--- src/hw/rtl/cor_pkg.sv ---
// Shared constants and types for the circle octant rasterizer.
// No dependencies; every file of the block but the two interfaces imports this package.
package cor_pkg;

  // Default sizes of the centre coordinates and the radius.
  localparam int unsigned CoordBitsDef  = 12;
  localparam int unsigned RadiusBitsDef = 11;

  // Request codes.
  localparam logic ReqStart   = 1'b0;
  localparam logic ReqAdvance = 1'b1;

  // Eight mirrored pixels per step; one bit per beat index in the masks below.
  localparam int unsigned NumMirror = 8;
  localparam int unsigned IdxBits   = $clog2(NumMirror);

  // Beats 4..7 swap the x and y offsets.
  localparam logic [NumMirror-1:0] SwapMask   = 8'b1111_0000;
  // Beats 1, 2, 5, 6 subtract the column offset.
  localparam logic [NumMirror-1:0] NegColMask = 8'b0110_0110;
  // Beats 1, 3, 5, 7 subtract the row offset.
  localparam logic [NumMirror-1:0] NegRowMask = 8'b1010_1010;

  // Control of one group handed from the step unit to the emitter.
  typedef struct packed {
    logic vld;
    logic done;
  } grp_ctrl_t;

endpackage

--- src/hw/rtl/cor_req_if.sv ---
// Request channel of the circle octant rasterizer: valid/ready plus request payload.
// Depends on nothing; widths come from its parameters.
interface cor_req_if #(
  parameter int unsigned COORD_BITS  = 12,
  parameter int unsigned RADIUS_BITS = 11
);
  logic                   valid;
  logic                   ready;
  logic                   req_type;
  logic [COORD_BITS-1:0]  center_x;
  logic [COORD_BITS-1:0]  center_y;
  logic [RADIUS_BITS-1:0] radius;

  modport source (output valid, req_type, center_x, center_y, radius, input ready);
  modport sink   (input valid, req_type, center_x, center_y, radius, output ready);
endinterface

--- src/hw/rtl/cor_pix_if.sv ---
// Pixel channel of the circle octant rasterizer: valid/ready plus pixel payload.
// Depends on nothing; widths come from its parameter.
interface cor_pix_if #(
  parameter int unsigned PIX_BITS = 14
);
  logic                       valid;
  logic                       ready;
  logic signed [PIX_BITS-1:0] pixel_x;
  logic signed [PIX_BITS-1:0] pixel_y;
  logic                       last_of_group;
  logic                       circle_done;

  modport source (output valid, pixel_x, pixel_y, last_of_group, circle_done, input ready);
  modport sink   (input valid, pixel_x, pixel_y, last_of_group, circle_done, output ready);
endinterface

--- src/hw/rtl/cor_step.sv ---
// Step unit: request register, circle state and the midpoint decision update.
// Depends on cor_pkg and cor_req_if.
module cor_step import cor_pkg::*; #(
  parameter int unsigned COORD_BITS  = CoordBitsDef,
  parameter int unsigned RADIUS_BITS = RadiusBitsDef
) (
  input  logic                   clk_i,
  input  logic                   rst_ni,
  cor_req_if.sink                req_i,
  output grp_ctrl_t              grp_o,
  input  logic                   grp_rdy_i,
  output logic [COORD_BITS-1:0]  grp_cx_o,
  output logic [COORD_BITS-1:0]  grp_cy_o,
  output logic [RADIUS_BITS-1:0] grp_ox_o,
  output logic [RADIUS_BITS-1:0] grp_oy_o
);

  localparam int unsigned DecBits = RADIUS_BITS + 5;
  localparam int unsigned XBits   = RADIUS_BITS + 2;

  logic                   in_vld_q;
  logic                   in_type_q;
  logic [COORD_BITS-1:0]  in_cx_q, in_cy_q;
  logic [RADIUS_BITS-1:0] in_r_q;

  logic [RADIUS_BITS-1:0]    ox_q, oy_q;
  logic signed [DecBits-1:0] dec_q;
  logic [COORD_BITS-1:0]     ccol_q, crow_q;
  logic                      active_q;

  logic                      fire;
  logic                      is_start;
  logic signed [XBits-1:0]   x_s, y_s, diff_s;
  logic signed [DecBits-1:0] dec_adv, dec_start;
  logic                      adv_done;

  assign req_i.ready = !in_vld_q || grp_rdy_i;
  assign fire        = in_vld_q && grp_rdy_i;
  assign is_start    = (in_type_q == ReqStart);

  // Hold the request until the emitter takes its group.
  always_ff @(posedge clk_i or negedge rst_ni) begin
    if (!rst_ni) begin
      in_vld_q <= 1'b0;
    end else if (req_i.valid && req_i.ready) begin
      in_vld_q <= 1'b1;
    end else if (grp_rdy_i) begin
      in_vld_q <= 1'b0;
    end
  end

  always_ff @(posedge clk_i) begin
    if (req_i.valid && req_i.ready) begin
      in_type_q <= req_i.req_type;
      in_cx_q   <= req_i.center_x;
      in_cy_q   <= req_i.center_y;
      in_r_q    <= req_i.radius;
    end
  end

  // Advance: x steps up, y steps down first when the decision is non-negative.
  always_comb begin
    x_s    = $signed({2'b00, ox_q}) + XBits'(1);
    y_s    = $signed({2'b00, oy_q});
    diff_s = '0;
    if (!dec_q[DecBits-1]) begin
      y_s     = y_s - XBits'(1);
      diff_s  = x_s - y_s;
      dec_adv = dec_q + (DecBits'(diff_s) <<< 2) + DecBits'(10);
    end else begin
      dec_adv = dec_q + (DecBits'(x_s) <<< 2) + DecBits'(6);
    end
    adv_done  = !active_q || (x_s > y_s);
    dec_start = DecBits'(3) - (DecBits'(in_r_q) <<< 1);
  end

  always_ff @(posedge clk_i or negedge rst_ni) begin
    if (!rst_ni) begin
      ox_q     <= '0;
      oy_q     <= '0;
      dec_q    <= '0;
      ccol_q   <= '0;
      crow_q   <= '0;
      active_q <= 1'b0;
    end else if (fire) begin
      if (is_start) begin
        ccol_q   <= in_cx_q;
        crow_q   <= in_cy_q;
        ox_q     <= '0;
        oy_q     <= in_r_q;
        dec_q    <= dec_start;
        active_q <= 1'b1;
      end else if (active_q) begin
        if (adv_done) begin
          active_q <= 1'b0;
        end else begin
          ox_q  <= x_s[RADIUS_BITS-1:0];
          oy_q  <= y_s[RADIUS_BITS-1:0];
          dec_q <= dec_adv;
        end
      end
    end
  end

  assign grp_o.vld  = in_vld_q;
  assign grp_o.done = !is_start && adv_done;
  assign grp_cx_o   = is_start ? in_cx_q : ccol_q;
  assign grp_cy_o   = is_start ? in_cy_q : crow_q;
  assign grp_ox_o   = is_start ? '0 : x_s[RADIUS_BITS-1:0];
  assign grp_oy_o   = is_start ? in_r_q : y_s[RADIUS_BITS-1:0];

`ifndef SYNTHESIS
  a_octant_order: assert property (@(posedge clk_i) disable iff (!rst_ni)
    active_q |-> ox_q <= oy_q)
    else $error("offset x passed offset y while a circle is active");
`endif

endmodule

--- src/hw/rtl/cor_emit.sv ---
// Emitter: holds one group and sends its eight mirrored pixels, or a done beat.
// Depends on cor_pkg and cor_pix_if.
module cor_emit import cor_pkg::*; #(
  parameter int unsigned COORD_BITS  = CoordBitsDef,
  parameter int unsigned RADIUS_BITS = RadiusBitsDef
) (
  input  logic                   clk_i,
  input  logic                   rst_ni,
  input  grp_ctrl_t              grp_i,
  output logic                   grp_rdy_o,
  input  logic [COORD_BITS-1:0]  grp_cx_i,
  input  logic [COORD_BITS-1:0]  grp_cy_i,
  input  logic [RADIUS_BITS-1:0] grp_ox_i,
  input  logic [RADIUS_BITS-1:0] grp_oy_i,
  cor_pix_if.source              pix_o
);

  localparam int unsigned PixBits = COORD_BITS + 2;

  logic                   slot_vld_q;
  logic                   slot_done_q;
  logic [IdxBits-1:0]     idx_q;
  logic [COORD_BITS-1:0]  cx_q, cy_q;
  logic [RADIUS_BITS-1:0] ox_q, oy_q;

  logic                   take, load, last_beat;
  logic [RADIUS_BITS-1:0] off_col, off_row;
  logic [PixBits-1:0]     col_c, row_c, col_o, row_o;

  assign last_beat = slot_done_q || (idx_q == IdxBits'(NumMirror - 1));
  assign take      = slot_vld_q && pix_o.ready;
  assign grp_rdy_o = !slot_vld_q || (take && last_beat);
  assign load      = grp_i.vld && grp_rdy_o;

  always_ff @(posedge clk_i or negedge rst_ni) begin
    if (!rst_ni) begin
      slot_vld_q <= 1'b0;
      idx_q      <= '0;
    end else if (load) begin
      slot_vld_q <= 1'b1;
      idx_q      <= '0;
    end else if (take) begin
      if (last_beat) begin
        slot_vld_q <= 1'b0;
        idx_q      <= '0;
      end else begin
        idx_q <= idx_q + IdxBits'(1);
      end
    end
  end

  always_ff @(posedge clk_i) begin
    if (load) begin
      slot_done_q <= grp_i.done;
      cx_q        <= grp_cx_i;
      cy_q        <= grp_cy_i;
      ox_q        <= grp_ox_i;
      oy_q        <= grp_oy_i;
    end
  end

  // Pick and sign the offsets for this beat's octant.
  always_comb begin
    off_col = SwapMask[idx_q] ? oy_q : ox_q;
    off_row = SwapMask[idx_q] ? ox_q : oy_q;
    col_c   = PixBits'(cx_q);
    row_c   = PixBits'(cy_q);
    col_o   = NegColMask[idx_q] ? col_c - PixBits'(off_col) : col_c + PixBits'(off_col);
    row_o   = NegRowMask[idx_q] ? row_c - PixBits'(off_row) : row_c + PixBits'(off_row);
  end

  assign pix_o.valid         = slot_vld_q;
  assign pix_o.pixel_x       = slot_done_q ? '0 : $signed(col_o);
  assign pix_o.pixel_y       = slot_done_q ? '0 : $signed(row_o);
  assign pix_o.last_of_group = last_beat;
  assign pix_o.circle_done   = slot_done_q;

`ifndef SYNTHESIS
  a_done_is_last: assert property (@(posedge clk_i) disable iff (!rst_ni)
    (pix_o.valid && pix_o.circle_done) |-> pix_o.last_of_group)
    else $error("done beat not marked last");

  a_idle_index: assert property (@(posedge clk_i) disable iff (!rst_ni)
    !slot_vld_q |-> idx_q == '0)
    else $error("beat index not cleared while empty");

  a_drain_empty: assert property (@(posedge clk_i) disable iff (!rst_ni)
    (take && last_beat && !grp_i.vld) |=> !slot_vld_q)
    else $error("slot still full after its last beat");
`endif

endmodule

--- src/hw/rtl/circle_octant_rasterizer.sv ---
// Top level of the circle octant rasterizer.
// Depends on cor_pkg, cor_req_if, cor_pix_if, cor_step and cor_emit.

// Midpoint circle rasterizer with eightfold symmetry. A start request (req_type 0)
// loads centre and radius and returns the eight mirrored pixels of offset (0, r);
// each advance request (req_type 1) moves one step along the octant and returns the
// next eight pixels, the eighth flagged last_of_group. Once the octant is finished,
// or when no circle is in progress, an advance returns one beat with circle_done and
// last_of_group set and zero coordinates. Pixels are two's complement, COORD_BITS+2
// wide, and may lie off screen. The emitter sends one pixel per beat from its group
// register; with a ready sink, the next group loads at the last beat of the current
// one, with no gap between groups. A request reaches the pixel channel through the
// request register, where the decision update is done, and then the emitter's group
// register. One further request is taken into the request register while the current
// group drains; after that the input stalls until the emitter takes the held
// request, at the last beat of the current group.
module circle_octant_rasterizer import cor_pkg::*; #(
  parameter int unsigned COORD_BITS  = CoordBitsDef,
  parameter int unsigned RADIUS_BITS = RadiusBitsDef
) (
  input  logic      clk_i,
  input  logic      rst_ni,
  cor_req_if.sink   req_i,
  cor_pix_if.source pix_o
);

  // Group handed from the step unit to the emitter.
  grp_ctrl_t              grp;
  logic                   grp_rdy;
  logic [COORD_BITS-1:0]  grp_cx, grp_cy;
  logic [RADIUS_BITS-1:0] grp_ox, grp_oy;

  // Step unit: register the request, update offsets and decision, form the group.
  cor_step #(
    .COORD_BITS  (COORD_BITS),
    .RADIUS_BITS (RADIUS_BITS)
  ) u_step (
    .clk_i     (clk_i),
    .rst_ni    (rst_ni),
    .req_i     (req_i),
    .grp_o     (grp),
    .grp_rdy_i (grp_rdy),
    .grp_cx_o  (grp_cx),
    .grp_cy_o  (grp_cy),
    .grp_ox_o  (grp_ox),
    .grp_oy_o  (grp_oy)
  );

  // Emitter: hold the group and send its mirrored pixels one beat at a time.
  cor_emit #(
    .COORD_BITS  (COORD_BITS),
    .RADIUS_BITS (RADIUS_BITS)
  ) u_emit (
    .clk_i     (clk_i),
    .rst_ni    (rst_ni),
    .grp_i     (grp),
    .grp_rdy_o (grp_rdy),
    .grp_cx_i  (grp_cx),
    .grp_cy_i  (grp_cy),
    .grp_ox_i  (grp_ox),
    .grp_oy_i  (grp_oy),
    .pix_o     (pix_o)
  );

endmodule

--- src/flat_wrapper.sv ---
// flat-port wrapper written by rule: the top's interface ports become plain ports
module circle_octant_rasterizer_flat import cor_pkg::*;
#(
  parameter int unsigned COORD_BITS  = CoordBitsDef,
  parameter int unsigned RADIUS_BITS = RadiusBitsDef
)
  (clk_i, rst_ni, req_i_valid, req_i_req_type, req_i_center_x, req_i_center_y, req_i_radius, req_i_ready, pix_o_valid, pix_o_pixel_x, pix_o_pixel_y, pix_o_last_of_group, pix_o_circle_done, pix_o_ready);
  cor_req_if #(.COORD_BITS(COORD_BITS), .RADIUS_BITS(RADIUS_BITS)) req_i_i ();
  cor_pix_if #(.PIX_BITS((CoordBitsDef + 2))) pix_o_i ();
  input  logic clk_i;
  input  logic rst_ni;
  input wire logic [$bits(req_i_i.valid)-1:0] req_i_valid;
  input wire logic [$bits(req_i_i.req_type)-1:0] req_i_req_type;
  input wire logic [$bits(req_i_i.center_x)-1:0] req_i_center_x;
  input wire logic [$bits(req_i_i.center_y)-1:0] req_i_center_y;
  input wire logic [$bits(req_i_i.radius)-1:0] req_i_radius;
  output wire logic [$bits(req_i_i.ready)-1:0] req_i_ready;
  output wire logic [$bits(pix_o_i.valid)-1:0] pix_o_valid;
  output wire logic [$bits(pix_o_i.pixel_x)-1:0] pix_o_pixel_x;
  output wire logic [$bits(pix_o_i.pixel_y)-1:0] pix_o_pixel_y;
  output wire logic [$bits(pix_o_i.last_of_group)-1:0] pix_o_last_of_group;
  output wire logic [$bits(pix_o_i.circle_done)-1:0] pix_o_circle_done;
  input wire logic [$bits(pix_o_i.ready)-1:0] pix_o_ready;
  assign req_i_i.valid = req_i_valid;
  assign req_i_i.req_type = req_i_req_type;
  assign req_i_i.center_x = req_i_center_x;
  assign req_i_i.center_y = req_i_center_y;
  assign req_i_i.radius = req_i_radius;
  assign req_i_ready = req_i_i.ready;
  assign pix_o_valid = pix_o_i.valid;
  assign pix_o_pixel_x = pix_o_i.pixel_x;
  assign pix_o_pixel_y = pix_o_i.pixel_y;
  assign pix_o_last_of_group = pix_o_i.last_of_group;
  assign pix_o_circle_done = pix_o_i.circle_done;
  assign pix_o_i.ready = pix_o_ready;
  circle_octant_rasterizer #(.COORD_BITS(COORD_BITS), .RADIUS_BITS(RADIUS_BITS)) u_core (.clk_i(clk_i), .rst_ni(rst_ni), .req_i(req_i_i), .pix_o(pix_o_i));
endmodule
--- config.mk ---
export PLATFORM = sky130hd
export DESIGN_NAME = circle_octant_rasterizer_flat
export DESIGN_NICKNAME = d
export VERILOG_FILES = /design/src/hw/rtl/cor_pkg.sv /design/src/hw/rtl/cor_req_if.sv /design/src/hw/rtl/cor_pix_if.sv /design/src/hw/rtl/cor_step.sv /design/src/hw/rtl/cor_emit.sv /design/src/hw/rtl/circle_octant_rasterizer.sv /design/src/flat_wrapper.sv
export SDC_FILE = /design/constraint.sdc
export NUM_CORES = 1
export LEC_CHECK = 0
export BUFFER_PORTS_ARGS = -buffer_cell sky130_fd_sc_hd__buf_2
export CELL_PAD_IN_SITES_DETAIL_PLACEMENT = 1
export CELL_PAD_IN_SITES_GLOBAL_PLACEMENT = 1
export CORE_MARGIN = 3
export CORE_UTILIZATION = 50
export CTS_BUF_LIST = sky130_fd_sc_hd__clkbuf_4 sky130_fd_sc_hd__clkbuf_8 sky130_fd_sc_hd__clkbuf_16
export CTS_CLUSTER_DIAMETER = 200
export DETAILED_ROUTE_END_ITERATION = 6
export PLACE_DENSITY_LB_ADDON = 0.08
export SETUP_SLACK_MARGIN = 0.3
export SYNTH_ARGS = -nofsm -noshare
export SYNTH_HDL_FRONTEND = slang
export SYNTH_SLANG_ARGS = --single-unit
--- constraint.sdc ---
create_clock -name clk_i -period 7.1 [get_ports clk_i]
set_input_delay 1.42 -clock clk_i [delete_from_list [all_inputs] [get_ports clk_i]]
set_output_delay 1.42 -clock clk_i [all_outputs]
set_load 0.02 [all_outputs]
=== Yosys cells after proc, flatten, opt, wreduce, memory -nomap -nowiden ===
Memories as Yosys holds them, arrays and structs flattened.
Cells that the tools add are included.

* Bits in registers: 151
* Bits in read-only memories: 24
* Bits of input ports: 40
* Output and inout port bits: 32
* Memories: 3

* Add/subtract/negate cells: 13
* $lt $le $gt $ge: 2
* Equality and inequality tests: 3
* Muxes and demuxes: 34
* Reduce and logical (&&, ||, !) cells: 17

{| class="wikitable"
|+ Memories
! name !! depth !! width !! rd ports !! clocked after Yosys merged registers in !! wr ports !! RTL line !! RTL
|-
| (no name shown) || 8 || 1 || 1 || 0 || 0 || cor_emit.sv:69 || <nowiki>row_o = NegRowMask[idx_q] ? row_c - PixBits'(off_row) : row_c + PixBits'(off_row);</nowiki>
|-
| (no name shown) || 8 || 1 || 1 || 0 || 0 || cor_emit.sv:68 || <nowiki>col_o = NegColMask[idx_q] ? col_c - PixBits'(off_col) : col_c + PixBits'(off_col);</nowiki>
|-
| (no name shown) || 8 || 1 || 1 || 0 || 0 || cor_emit.sv:65 || <nowiki>off_row = SwapMask[idx_q] ? ox_q : oy_q;</nowiki>
|}

{| class="wikitable"
|+ Operator list
! kind !! number
|-
| $mux W11 || 9
|-
| $mux W16 || 4
|-
| $mux W14 || 4
|-
| $add A16 B15 Y16 || 2
|-
| $add A12 B11 Y13 || 2
|-
| $sub A12 B11 Y13 || 2
|-
| $mux W12 || 2
|-
| $add A16 B4 Y16 const B || 1
|-
| $add A16 B5 Y16 const B || 1
|-
| $gt A13 B13 Y1 || 1
|-
| $mux W13 || 1
|-
| $sub A13 B12 Y13 || 1
|-
| $sub A2 B12 Y13 const A || 1
|-
| $add A11 B1 Y12 const B || 1
|-
| $sub A11 B1 Y12 const B || 1
|-
| $mux W1 || 11
|-
| $mux W3 || 3
|-
| $reduce_bool A2 Y1 || 3
|-
| $logic_and A1 B1 Y1 || 5
|-
| $logic_or A1 B1 Y1 || 4
|-
| $lt A3 B4 Y1 const B || 1
|-
| $add A3 B1 Y3 const B || 1
|-
| $eq A3 B3 Y1 const B || 1
|-
| $logic_not A1 Y1 || 3
|-
| 4 further kinds || 4
|}

=== Longest topological paths before layout ===
* Depth after elaboration: 8
* Depth in mapped cells: 24
* Gate-level depth less buffers: 24

=== Hierarchy ===
Synthesis repeated with hierarchy kept, for this count alone.

* Cells, all modules: 1229
* Area total of the unflattened synthesis: 11459.7 um^2

{| class="wikitable"
|+ Modules (own cells, without submodules)
! module !! times used !! cells an instance !! area an instance (um^2) !! seq. area each (um^2)
|-
| cor_step || 1 || 803 || 7330.8 || 2657.5
|-
| cor_emit || 1 || 426 || 4129.0 || 1511.4
|}

=== Worst setup path before layout ===
No wires, ideal clock.

* Kind: register to output
* Start: register u_core.u_emit.idx_q[2]
* End: output pix_o_pixel_y[12]
* Data arrival time: 4.494 ns
* Setup slack: 1.186 ns
* Cell stages (with the launch flop): 15
* Path buffers: 2
* Path through: dfrtp_1 > clkbuf_1 > buf_1 > mux2i_1 > fa_1 > a21o_1 > a21o_1 > a21o_1 > a21o_1 > a21o_1 > a21oi_1 > o21bai_1 > a21o_1 > a2111oi_0 > o21bai_1

* Cells in the longest elaborated chain, start to end: 6
* Elaborated cells on any way between the ends: 9
* Classes of those cells: add/sub: 2; mux: 5; memory: 2

{| class="wikitable"
|+ RTL lines
! item !! RTL line !! RTL
|-
| start: declaration || cor_emit.sv:22 || <nowiki>logic [IdxBits-1:0] idx_q;</nowiki>
|-
| start signal: assignment || cor_emit.sv:47 || <nowiki>idx_q <= idx_q + IdxBits'(1);</nowiki>
|-
| $mem_v2 Z8 W1 || n/a ||
|-
| $mux W1 (implied by the code) || cor_emit.sv:65 ||
|-
| $mux W11 || cor_emit.sv:65 ||
|-
| $add A12 B11 Y13 or $sub A12 B11 Y13 (tied branches) || cor_emit.sv:69 ||
|-
| $mux W14 * || cor_emit.sv:69 ||
|-
| $mux W14 * || cor_emit.sv:74 || <nowiki>assign pix_o.pixel_y = slot_done_q ? '0 : $signed(row_o);</nowiki>
|-
| end: declaration || flat_wrapper.sv:20 || <nowiki>output wire logic [$bits(pix_o_i.pixel_y)-1:0] pix_o_pixel_y;</nowiki>
|}

Every way passes the cells marked *; elsewhere a longest branch is shown, timed or not. The select of a mux whose other input is x is not followed.

=== Worst setup path in the final report ===
Ends and elaborated chain as after synthesis.

==> results.toml <==
[global_route]
grt_usage = 0.247
grt_max_degree = 68
grt_pass1_wl_um = 46900
grt_remaining_overflow = 0
antenna_found_initial = 0
grt_pass1_vias = 8827

[place]
gp_congestion = 0.845
pre_cts_ws_ns = 1.98
placedCellCount = 1409
io_buffers = 71
dpl.hpwl_um = 20900

[route]
via_count = 8403
ant_nets = 0
via_per_inst = 5.83
avgRoutedWirePerCell_um = 19.9
routed_wl_um = 28700
drtIter0Drc = 487
drc_errors = 0
drt-pass1-iter-count = 5

[yosys]
synth_nets = 1263
synth_edf_count = 83
synth_cells = 1096
ys_types = 60
synthArstFlopShare = 0.447
netlist_area_um2 = 11000
synth.top_cell.area_share = 0.227
yosys_warnings = 0
synth_area_leaders = "edfxtp_1 23%, dfrtp_1 15%, ha_1 14%"
ys_ff_latch = 150
ys.flop_type = "edfxtp_1"
seq_area_frac_synth = 0.380
yosysTopAreaCell = "edfxtp_1"
avgSynthCellArea_um2 = 10.0

[floorplanning]
num_rows = 53
core_um2 = 21300
die_w_um = 154
num_io_pins = 72
initial_core_util = 0.515
die_area_um2 = 23700
die_h_um = 154

[timing]
post-route-period-util = 0.780
rsz0062_at_grt = "no"
tightest_slew_ns = 1.03
slew_headroom = 0.311
min_period_ns = 5.54
fin_worst_skew_ns = 0.00979
fmax_mhz = 180
setup_viol = 0
hold_viol_final = 0
setup_tns_ns = 0
setup_slack_ns = 1.56
slew_violations = 0

[power]
p_leak_nw = 5.36
power_density_nw_per_um2 = 431
ir_drop_mv = 0.345

[worst_setup_path]
worstSetupPathType = "reg2out"
cp.arrival_ns = 4.12
start_kind = "flop"
required_ns = 5.68
end_kind = "output port"
worstPathMaxFanout = 19

[final_layout]
drive_gt1_frac = 0.172
layout_common_cells = "120 x ha_1, 90 x nor2_1, 83 x edfxtp_1, 77 x inv_1"
final_nets = 1320
diodes = 0
multi_input_comb_area_um2 = 6330
fill_cells = 2400
instances_no_fill = 1441
seq_area_um2 = 4170
layout_commonest_cell = "ha_1"
area_delta_synth_final_pct = 11.0

[clocking]
cts.sinks = 150
root_buffer = "clkbuf_16"
cts_tree = "yes"
htree_levels = 4
cts_buffer_depth = 2
cts_hold_buf = 0
numCtsBuffers = 17
cts_resized = 0
clk_pin_slew_ns = 0.07
worst_skew_pair.late_latency_ns = 0.44
post_cts_buffers = 0

[status]
run_status = "finished, final reports clean"

[run]
maxCapViolCount = 0

[min_path]
hp-class = "reg2reg"
## routing by layer
layer,GRT usage,vias up,share of wire
met5,0,-,0
met4,0.0593,0,0.016
met3,0.0363,38,0.038
met2,0.415,155,0.48
met1,0.339,4157,0.46
li1,-,4053,-
## report_power, final
part | leakage [nW] | internal (mW) | total (mW) | switching, mW
clock network | 0.289 | 0.477 | 0.931 | 0.453
logic | 3.47 | 1.29 | 2.94 | 1.66
registers | 1.60 | 1.16 | 1.36 | 0.205
## layout make-up
type,instances,area share
Multi-Input combinational cell,827,0.521
Clock inverter,15,0.0145
Inverter,78,0.0241
Timing Repair Buffer,79,0.0344
Tap cell,275,0.0283
Clock buffer,17,0.0350
Sequential cell,150,0.343
## logic make-up (layout without fill, tap and decap cells)
family | after synthesis | in the layout | synth area share
flops | 150 | 150 | 0.380
buf+inv | 119 | 189 | 0.0423
simple gates | 287 | 287 | 0.129
fa+ha+maj | 127 | 127 | 0.150
mux | 101 | 101 | 0.100
xor+xnor | 76 | 76 | 0.0608
compound gates | 236 | 236 | 0.138
## worst paths after layout
path	startpoint	to	slack [ns]	cells past startpoint
max reg2reg	u_core.u_step.oy_q[0]	u_core.u_step.dec_q[15]	1.82	21
max	u_core.u_emit.idx_q[2]	pix_o_pixel_y[12]	1.56	13
min in group asynchronous	rst_ni	u_core.u_step.oy_q[8]	1.14	1
min	u_core.u_step.crow_q[3]	u_core.u_step.crow_q[3]	0.51	1
max in group asynchronous	rst_ni	u_core.u_step.oy_q[0]	5.30	1
min reg2reg	u_core.u_step.crow_q[3]	u_core.u_step.crow_q[3]	0.51	1
## cells in the mapped netlist, drive strengths merged, types with 3 or more instances
master,instances
xor2,27
nand4,5
a211o,5
and3,7
buf,14
and2,12
o21ai,55
a21o,23
fa,7
or2,4
mux2i,29
inv,77
o31a,3
clkbuf,27
mux2,72
o2111ai,3
a21oi,72
a211oi,9
o211ai,5
nor3,41
edfxtp,83
or4,8
nand3,16
nand2b,15
nor2,90
a31oi,9
or3,8
ha,120
nand2,53
o21bai,14
xnor2,49
a221oi,4
a21boi,4
o31ai,9
o21a,7
dfrtp,67
nor4,6
a2111oi,3
nor2b,16
## metrics by stage
stage | hold WS, ns | utilization | area, um^2 | power (mW)
after floorplan | 0.475 | - | 11000 | 3.58
after global placement | 0.483 | 0.543 | 11600 | 4.18
after detailed placement | 0.492 | 0.543 | 11600 | 4.29
after CTS | 0.508 | 0.571 | 12200 | 5.27
after global routing | 0.524 | 0.571 | 12200 | 5.72
final | 0.505 | 0.571 | 12200 | 5.23
## state kept, by name, summed over array words and instances, names as in the netlist
signal	flops
u_core.u_emit.pix_o.valid	1
u_core.u_step.crow_q	12
u_core.u_emit.idx_q	3
u_core.u_step.ox_q	11
u_core.u_emit.cy_q	12
u_core.u_step.in_cy_q	12
u_core.u_step.active_q	1
u_core.u_emit.ox_q	11
u_core.u_step.dec_q	15
u_core.u_emit.oy_q	11
u_core.u_step.ccol_q	12
u_core.u_step.in_r_q	11
u_core.u_emit.cx_q	12
u_core.u_step.in_vld_q	1
u_core.u_emit.pix_o.circle_done	1
u_core.u_step.in_cx_q	12
u_core.u_step.oy_q	11
u_core.u_step.in_type_q	1
## worst max-delay path, cell delays in order, from the launching register on
cell and delay, ns:
dfrtp_1 0.49, buf_4 0.36, mux2i_1 0.40, ha_1 0.36
a21o_1 0.20, a21o_1 0.19, a21o_1 0.20, a21o_1 0.17
a21oi_1 0.21, o21bai_1 0.09, a21o_1 0.17, a2111oi_0 0.48
o21bai_1 0.18, buf_2 0.17
(Power assumes the default switching activity.)
